==> src/hw/rtl/dpau_pkg.sv <==
// Shared types, constants and the log table builder for the dew point converter.
package dpau_pkg;

  // Fixed-point format of the dew point datapath
  localparam int FRAC_BITS = 16;
  localparam int LN_DEPTH = 1024;
  localparam int LN_AW = $clog2(LN_DEPTH);
  localparam int HUMI_FULL = 1000;

  // Magnus constant a in Q format, b is folded in as 237.7 * 10
  localparam longint A_FX = ((64'd17271 << FRAC_BITS) + 64'd500) / 64'd1000;
  localparam int B_TENTHS = 2377;
  localparam int DEW_SCALE = 23770;
  localparam longint LN2_Q30 = 64'd744261118;
  localparam int DEW_MIN_MAG = 9999;
  localparam int DEW_MAX = 8000;

  // Widths of the datapath
  localparam int LN_W = FRAC_BITS + 4;          // ln(h/1000), signed
  localparam int A_W = FRAC_BITS + 5;           // a in Q format, unsigned
  localparam int P1_W = A_W + 12;               // a * t, signed
  localparam int N1_W = P1_W;                   // 2|a*t| + (b+t)
  localparam int Q1_W = FRAC_BITS + 4;          // |a*t/(b+t)|
  localparam int G_W = FRAC_BITS + 6;           // g, signed
  localparam int P2_W = FRAC_BITS + 22;         // 23770 * g, signed
  localparam int N2_W = P2_W + 1;               // 2|num| + den
  localparam int Q2_W = 15;                     // |dew| before clamping
  localparam int REM_W = FRAC_BITS + 7;         // divisor and remainder
  localparam int SHR_W = (Q1_W > Q2_W) ? Q1_W : Q2_W;
  localparam int LATENCY = Q1_W + Q2_W + 6;

  // Per-transaction payload carried along the divider rows
  typedef struct packed {
    logic [15:0]     fahr;
    logic [15:0]     kelv;
    logic            invalid;
    logic            neg;
    logic [LN_W-1:0] ln;
  } side_t;

  // State held by one divider cell
  typedef struct packed {
    logic             valid;
    logic [REM_W-1:0] rem;
    logic [REM_W-1:0] den;
    logic [SHR_W-1:0] shr;
    side_t            side;
  } cell_t;

  typedef logic signed [LN_W-1:0] ln_table_t [LN_DEPTH];

  // log2 in Q30 by repeated squaring of the normalized mantissa
  function automatic logic [63:0] log2_q30(input logic [31:0] v);
    logic [63:0] m;
    logic [63:0] r;
    int e;
    e = 0;
    for (int i = 1; i < 32; i++) begin
      if ((v >> i) != 32'd0) e = i;
    end
    m = 64'(v) << (30 - e);
    r = 64'(e) << 30;
    for (int i = 29; i >= 0; i--) begin
      m = (m * m) >> 30;
      if (m >= (64'd2 << 30)) begin
        m = m >> 1;
        r[i] = 1'b1;
      end
    end
    return r;
  endfunction

  // ln(h/1000) in Q format, zero outside 1..1000
  function automatic ln_table_t build_ln_table();
    ln_table_t tab;
    logic [63:0] lfull;
    logic [63:0] d;
    logic [63:0] p;
    logic [63:0] mag;
    lfull = log2_q30(32'(HUMI_FULL));
    for (int h = 0; h < LN_DEPTH; h++) begin
      if (h >= 1 && h <= HUMI_FULL) begin
        d = lfull - log2_q30(32'(h));
        p = d * 64'(LN2_Q30);
        mag = (p + (64'd1 << (59 - FRAC_BITS))) >> (60 - FRAC_BITS);
        tab[h] = -$signed(LN_W'(mag));
      end else begin
        tab[h] = '0;
      end
    end
    return tab;
  endfunction

endpackage

==> src/hw/rtl/dpau_div_cell.sv <==
// One restoring divider cell: retires one quotient bit per transaction.
module dpau_div_cell
  import dpau_pkg::*;
(
  input  logic  clk,
  input  logic  rst,
  input  cell_t din,
  output cell_t dout
);

  logic [REM_W:0] sh;
  logic [REM_W:0] diff;
  logic           take;

  // Bring in the next numerator bit and try the subtract
  always_comb begin
    sh   = {din.rem, din.shr[SHR_W-1]};
    diff = sh - {1'b0, din.den};
    take = (sh >= {1'b0, din.den});
  end

  // Control
  always_ff @(posedge clk) begin
    if (rst) begin
      dout.valid <= 1'b0;
    end else begin
      dout.valid <= din.valid;
    end
  end

  // Payload: quotient bit shifts in where numerator bits leave
  always_ff @(posedge clk) begin
    dout.rem  <= take ? diff[REM_W-1:0] : sh[REM_W-1:0];
    dout.den  <= din.den;
    dout.shr  <= {din.shr[SHR_W-2:0], take};
    dout.side <= din.side;
  end

endmodule

==> config.mk <==
export PLATFORM = sky130hd
export DESIGN_NAME = dpau_div_cell
export DESIGN_NICKNAME = d
export VERILOG_FILES = /design/src/hw/rtl/dpau_pkg.sv /design/src/hw/rtl/dpau_div_cell.sv
export SDC_FILE = /design/constraint.sdc
export NUM_CORES = 1
export LEC_CHECK = 0
export CORE_ASPECT_RATIO = 1.25
export CORE_MARGIN = 3
export CORE_UTILIZATION = 50
export CTS_BUF_LIST = sky130_fd_sc_hd__clkbuf_16
export CTS_CLUSTER_DIAMETER = 60
export DETAILED_ROUTE_END_ITERATION = 8
export DONT_BUFFER_PORTS = 1
export GPL_ROUTABILITY_DRIVEN = 0
export PLACE_DENSITY = 0.68
export SYNTH_ARGS = -nofsm -noshare
export SYNTH_HDL_FRONTEND = slang
export SYNTH_SLANG_ARGS = --single-unit
==> constraint.sdc <==
create_clock -name clk -period 3.35 [get_ports clk]
set_input_delay 0.67 -clock clk [delete_from_list [all_inputs] [get_ports clk]]
set_output_delay 0.67 -clock clk [all_outputs]
set_load 0.05 [all_outputs]
==> results of run 1 <==
per-stage QoR:
| stage | std cells | power [mW] | worst slack [ns] |
|---|---|---|---|
| 3_3_place_gp | 456 | 2.46 | 0.249 |
| 3_5_place_dp | 456 | 2.47 | 0.211 |
| 6_report | 491 | 4.21 | 0.595 |
| 5_1_grt | 491 | 4.38 | 0.538 |
| 4_1_cts | 488 | 4.24 | 0.620 |
| 2_1_floorplan | 358 | 2.36 | 0.349 |
routing by layer:
metal | global-route usage, % | part of all wire, % | vias to the layer above
li1 | - | - | 1290
met1 | 21.4 | 33 | 1292
met2 | 40.9 | 52 | 152
met3 | 17.6 | 14 | 4
met4 | 6.01 | 0.61 | 0
met5 | 0 | 0 | -
where the power goes:
part / switching (mW) / internal, mW
clock network: 0.612 / 1.15
logic: 0.190 / 0.180
registers: 0.502 / 1.57
cell type report:
class,instances,area [um^2],area share [%]
flip-flops and latches,121,2420,49.9
clock inverters,15,160,3.30
clock buffers,17,425,8.77
multi-input cells,204,1550,31.8
repair buffers,7,65.1,1.34
inverters,29,109,2.24
diodes,3,7.51,0.155
well taps,95,119,2.45
cell families after synthesis:
family | after synthesis | synth area share [%]
flip-flops | 121 | 59.0
AO/OA/AOI/OAI | 77 | 12.7
AND/OR/NAND/NOR | 68 | 8.10
buffers and inverters | 33 | 3.44
adder cells (fa/ha/maj) | 24 | 7.49
multiplexers | 18 | 5.72
XOR/XNOR | 17 | 3.62
worst max-delay path, delay by kind of cell:
| kind | cells | cell delay, ns |
|---|---|---|
| adders and majority gates | 2 | 0.61 |
| muxes | 1 | 0.31 |
| AOI/OAI and AO/OA | 4 | 0.93 |
| and+or+nand+nor | 2 | 0.32 |
| buffers and inverters | 2 | 0.18 |
Yosys cell counts (5+ instances only):
master,n,share of area (%)
inv_1,29,2.6
nand3_1,12,1.5
ha_1,23,7.0
o21ai_0,16,1.9
dfxtp_1,121,59
nor2_1,15,1.4
xnor2_1,12,2.6
a21oi_1,17,2.1
a31oi_1,8,1.2
a21o_1,10,1.8
xor2_1,5,1.1
nand2_1,19,1.7
mux2_4,10,3.7
path summary, 6_finish.rpt:
kind | startpoint | to | cells after the start
min | din[87] | dout[87] | 0
max | din[73] | dout[104] | 11
==> qor.csv, run 1 <==
metric,value,unit
setup.worst_path.class,in -> reg,
cts_resized,0,
cts_sinks,121,
hold_viol,0,
final_nets,527,
synthCells,358,
drtIter0Drc,99,
power_density,866,nW/um^2
cts_tree,done,
start_util,52.1,%
reg_top3,dout: 121 flops,
vdd_ir_drop_max,0.000712,V
htree_levels,4,
clock_tree.buffer_depth,2,
die_x,87.1,um
grt_max_degree,17,
fin_area,4850,um^2
rows,36,
nFillCells,637,
post_drt_wl_per_cell,22.9,um
largest-register,dout,
cp_cell_sequence,inv_1 -> ha_1 -> fa_1 -> and2b_1 -> o21bai_1 -> a311o_1 -> a21o_4 -> a31oi_4 -> nor2_4 -> buf_12 -> mux2_4,
syn_avg_cell_area,11.5,um^2
num_vias,2738,
synth_edf_count,0,
min_period_over_period,82.2,%
layout_min_cycle_time,2.76,ns
finalMaxSlewViolations,0,
critPathSlowestCell,fa_1,
critPathArrivalTime,3.04,ns
cp_max_fo,15,
largest_register_ffs,121,
clock.fmax,363,MHz
grt_pass1_wl,15800,um
async_flop_share,0,%
ys_seq_area_share,59.0,%
layout_common_cells,"dfxtp_1, inv_1, ha_1",
path_clk_slew,0.06,ns
antenna_found_initial,3,
synth_flop_cell,dfxtp_1,
place_area,4260,um^2
final_util,61.6,%
setup_tns,0,ns
cap_viol_max_count,0,
synthDistinctLibCells,47,
slew_headroom,58.7,%
cts_buffers,17,
hold_buffers,0,
status,finished clean,
routed_wl,11200,um
die-area,9350,um^2
synth_nets,505,
hp-class,in -> reg,
die_y,107,um
grt.total_usage,23.6,%
slowest_delay,0.40,ns
layout_commonest_cell,dfxtp_1,
port_buffers,0,
fin_hold_ws,0.286,ns
grt_pass1_vias,2807,
core_area,7880,um^2
drc,0,
root_buffer,clkbuf_16,
routed_via_density,5.58,
cp-start-kind,input port,
yosysWarnings,0,
dpl.hpwl,8970,um
drive_gt1_share,14.0,%
syn_area,4110,um^2
firstDrtPassIters,4,
critPathCaptureType,register,
crit_required,3.63,ns
syn_to_final_growth,18.1,%
rsz0062_at_grt,no,
pin_count,244,
yosys_register_bits,121,
grt_overflow,0,
post_cts_buffers,0,
ant_nets,0,
setup_viol,0,
worst_slew_pin_slew,0.618,ns
p_leak,2.18,nW
Note: power is estimated with default switching activity, not from simulation.
==> run 2, diff against run 1 <==
==> constraint.sdc (replaced) <==
create_clock -name clk -period 2.9 [get_ports clk]
set_input_delay 0.58 -clock clk [delete_from_list [all_inputs] [get_ports clk]]
set_output_delay 0.58 -clock clk [all_outputs]
set_load 0.05 [all_outputs]
==> qor.csv, run 2 (synthesis gave the netlist of run 1 again) <==
metric,value,unit,change
hold_viol,0,,unchanged
routed_wl,11200,um,about the same
dpl.hpwl,8690,um,-3.2%
fin_ws,0.347,ns,-0.248 ns
post_drt_wl_per_cell,21.8,um,-4.7%
final_nets,553,,+4.9%
setup_tns,0,ns,unchanged
power,4.95,mW,+18%
path_clk_slew,0.06,ns,about the same
critPathSlowestCell,nor2_2,,
start_util,52.1,%,unchanged
htree_levels,4,,unchanged
fin_hold_ws,0.201,ns,-0.0853 ns
final_util,64.0,%,+2.4 points
antenna_found_initial,1,,-2
drc,0,,unchanged
setup_viol,0,,unchanged
hp-start,din[96],,
rsz0062_at_grt,no,,
min_period_over_period,88.0,%,
rows,36,,unchanged
cp_cell_sequence,inv_1 -> ha_1 -> a21oi_1 -> o21ai_1 -> a211oi_1 -> nor2_1 -> or3_1 -> nor2_2 -> mux2_4,,
grt_pass1_wl,15600,um,-1.3%
pin_count,244,,unchanged
slew_headroom,58.1,%,-0.62 points
clock.fmax,392,MHz,
clock_power_share,42.4,%,+0.4 points
setup.worst_path.start,din[93],,
swShare,31.4,%,+0.36 points
min_path_cells,0,,unchanged
nFillCells,598,,-6.1%
layout_min_cycle_time,2.55,ns,
crit_required,3.18,ns,-0.45 ns
grt_pass1_vias,2910,,+3.7%
cp-start-kind,input port,,
reg_top3,dout: 121 flops,,
die_y,107,um,unchanged
min_to,dout[96],,
layout_commonest_cell,dfxtp_1,,
hp-class,in -> reg,,
cts_tree,done,,
critPathArrivalTime,2.84,ns,-0.20 ns
post_cts_buffers,0,,unchanged
clock_tree.buffer_depth,2,,unchanged
setup.worst_path.class,in -> reg,,
routed_via_density,5.53,,-0.86%
dp_slack,-0.210,ns,-0.421 ns
vdd_ir_drop_max,0.000861,V,+21%
placed_cells,481,,+5.5%
port_buffers,0,,unchanged
intPower,3.40,mW,+17%
hold_buffers,0,,unchanged
switching_power,1.55,mW,+19%
fin_area,5040,um^2,+3.9%
critPathCaptureType,register,,
slowest_delay,0.54,ns,+0.14 ns
finalNonFillerCells,515,,+4.9%
p_leak,2.30,nW,+5.6%
comb_power_share,9.4,%,+0.6 points
layout_common_cells,"dfxtp_1, buf_4, inv_1",,
root_buffer,clkbuf_16,,
grt_overflow,0,,unchanged
grt.total_usage,23.1,%,-0.51 points
cap_viol_max_count,0,,unchanged
cp_max_fo,12,,-3
grt_max_degree,25,,+8
die_x,87.1,um,unchanged
status,finished clean,,
firstDrtPassIters,4,,unchanged
ant_nets,0,,unchanged
place_area,4440,um^2,+4.1%
cts_sinks,121,,unchanged
drtIter0Drc,118,,+19%
path_delay_family,simple AND/OR/NAND/NOR gates,,
num_vias,2847,,+4.0%
drive_gt1_share,20.0,%,+6.1 points
finalMaxSlewViolations,0,,unchanged
largest-register,dout,,
die-area,9350,um^2,unchanged
core_area,7880,um^2,unchanged
power_density,981,nW/um^2,+13%
largest_register_ffs,121,,unchanged
cts_resized,0,,unchanged
cp_num_buf_inv,1,,-1
worst_slew_pin_slew,0.627,ns,+0.00924 ns
syn_to_final_growth,22.8,%,
cts_buffers,17,,unchanged
pwr-share-seq,48.2,%,-1.0 points
==> run 2: cell count changes in the layout (fill, tap and decap cells not counted) <==
cell | before | now
nor2_2 | 0 | 1
buf_12 | 1 | 0
inv_1 | 30 | 29
buf_4 | 6 | 32
diode_2 | 3 | 1
clkinv_1 | 3 | 1
inv_6 | 0 | 3
==> run 2: power by group through the flow <==
stage,logic [mW],registers [mW],clock network [mW]
floorplan,0.342,2.38,0
global placement,0.448,2.42,0
detailed placement,0.457,2.42,0
CTS,0.461,2.39,2.13
global route,0.513,2.39,2.22
finish,0.464,2.38,2.10
==> run 2: area by class of cell <==
cell class / count / area, um^2 / share of cell area (%)
Antenna cell: 1 / 2.50 / 0.0496
Inverter: 29 / 109 / 2.16
Clock buffer: 17 / 425 / 8.43
Timing Repair Buffer: 32 / 240 / 4.76
Tap cell: 95 / 119 / 2.36
Clock inverter: 15 / 175 / 3.47
Sequential cell: 121 / 2420 / 48.0
Multi-Input combinational cell: 205 / 1550 / 30.8
==> run 2: worst max-delay path by stage <==
stage	slack, ns	depth (start not counted)	end
4_1_cts	0.22	10	dout[101]
3_3_place_gp	-0.15	9	dout[103]
5_1_grt	0.13	9	dout[115]
3_5_place_dp	-0.21	10	dout[100]
6_report	0.35	9	dout[115]
2_1_floorplan	0.04	11	dout[104]
==> run 2: layer usage <==
metal	track usage, %	vias up	wire, um
met5	0	-	0
met4	9.35	0	250
met3	16.8	23	1660
met2	38.2	175	5540
met1	21.4	1303	3790
li1	-	1346	-
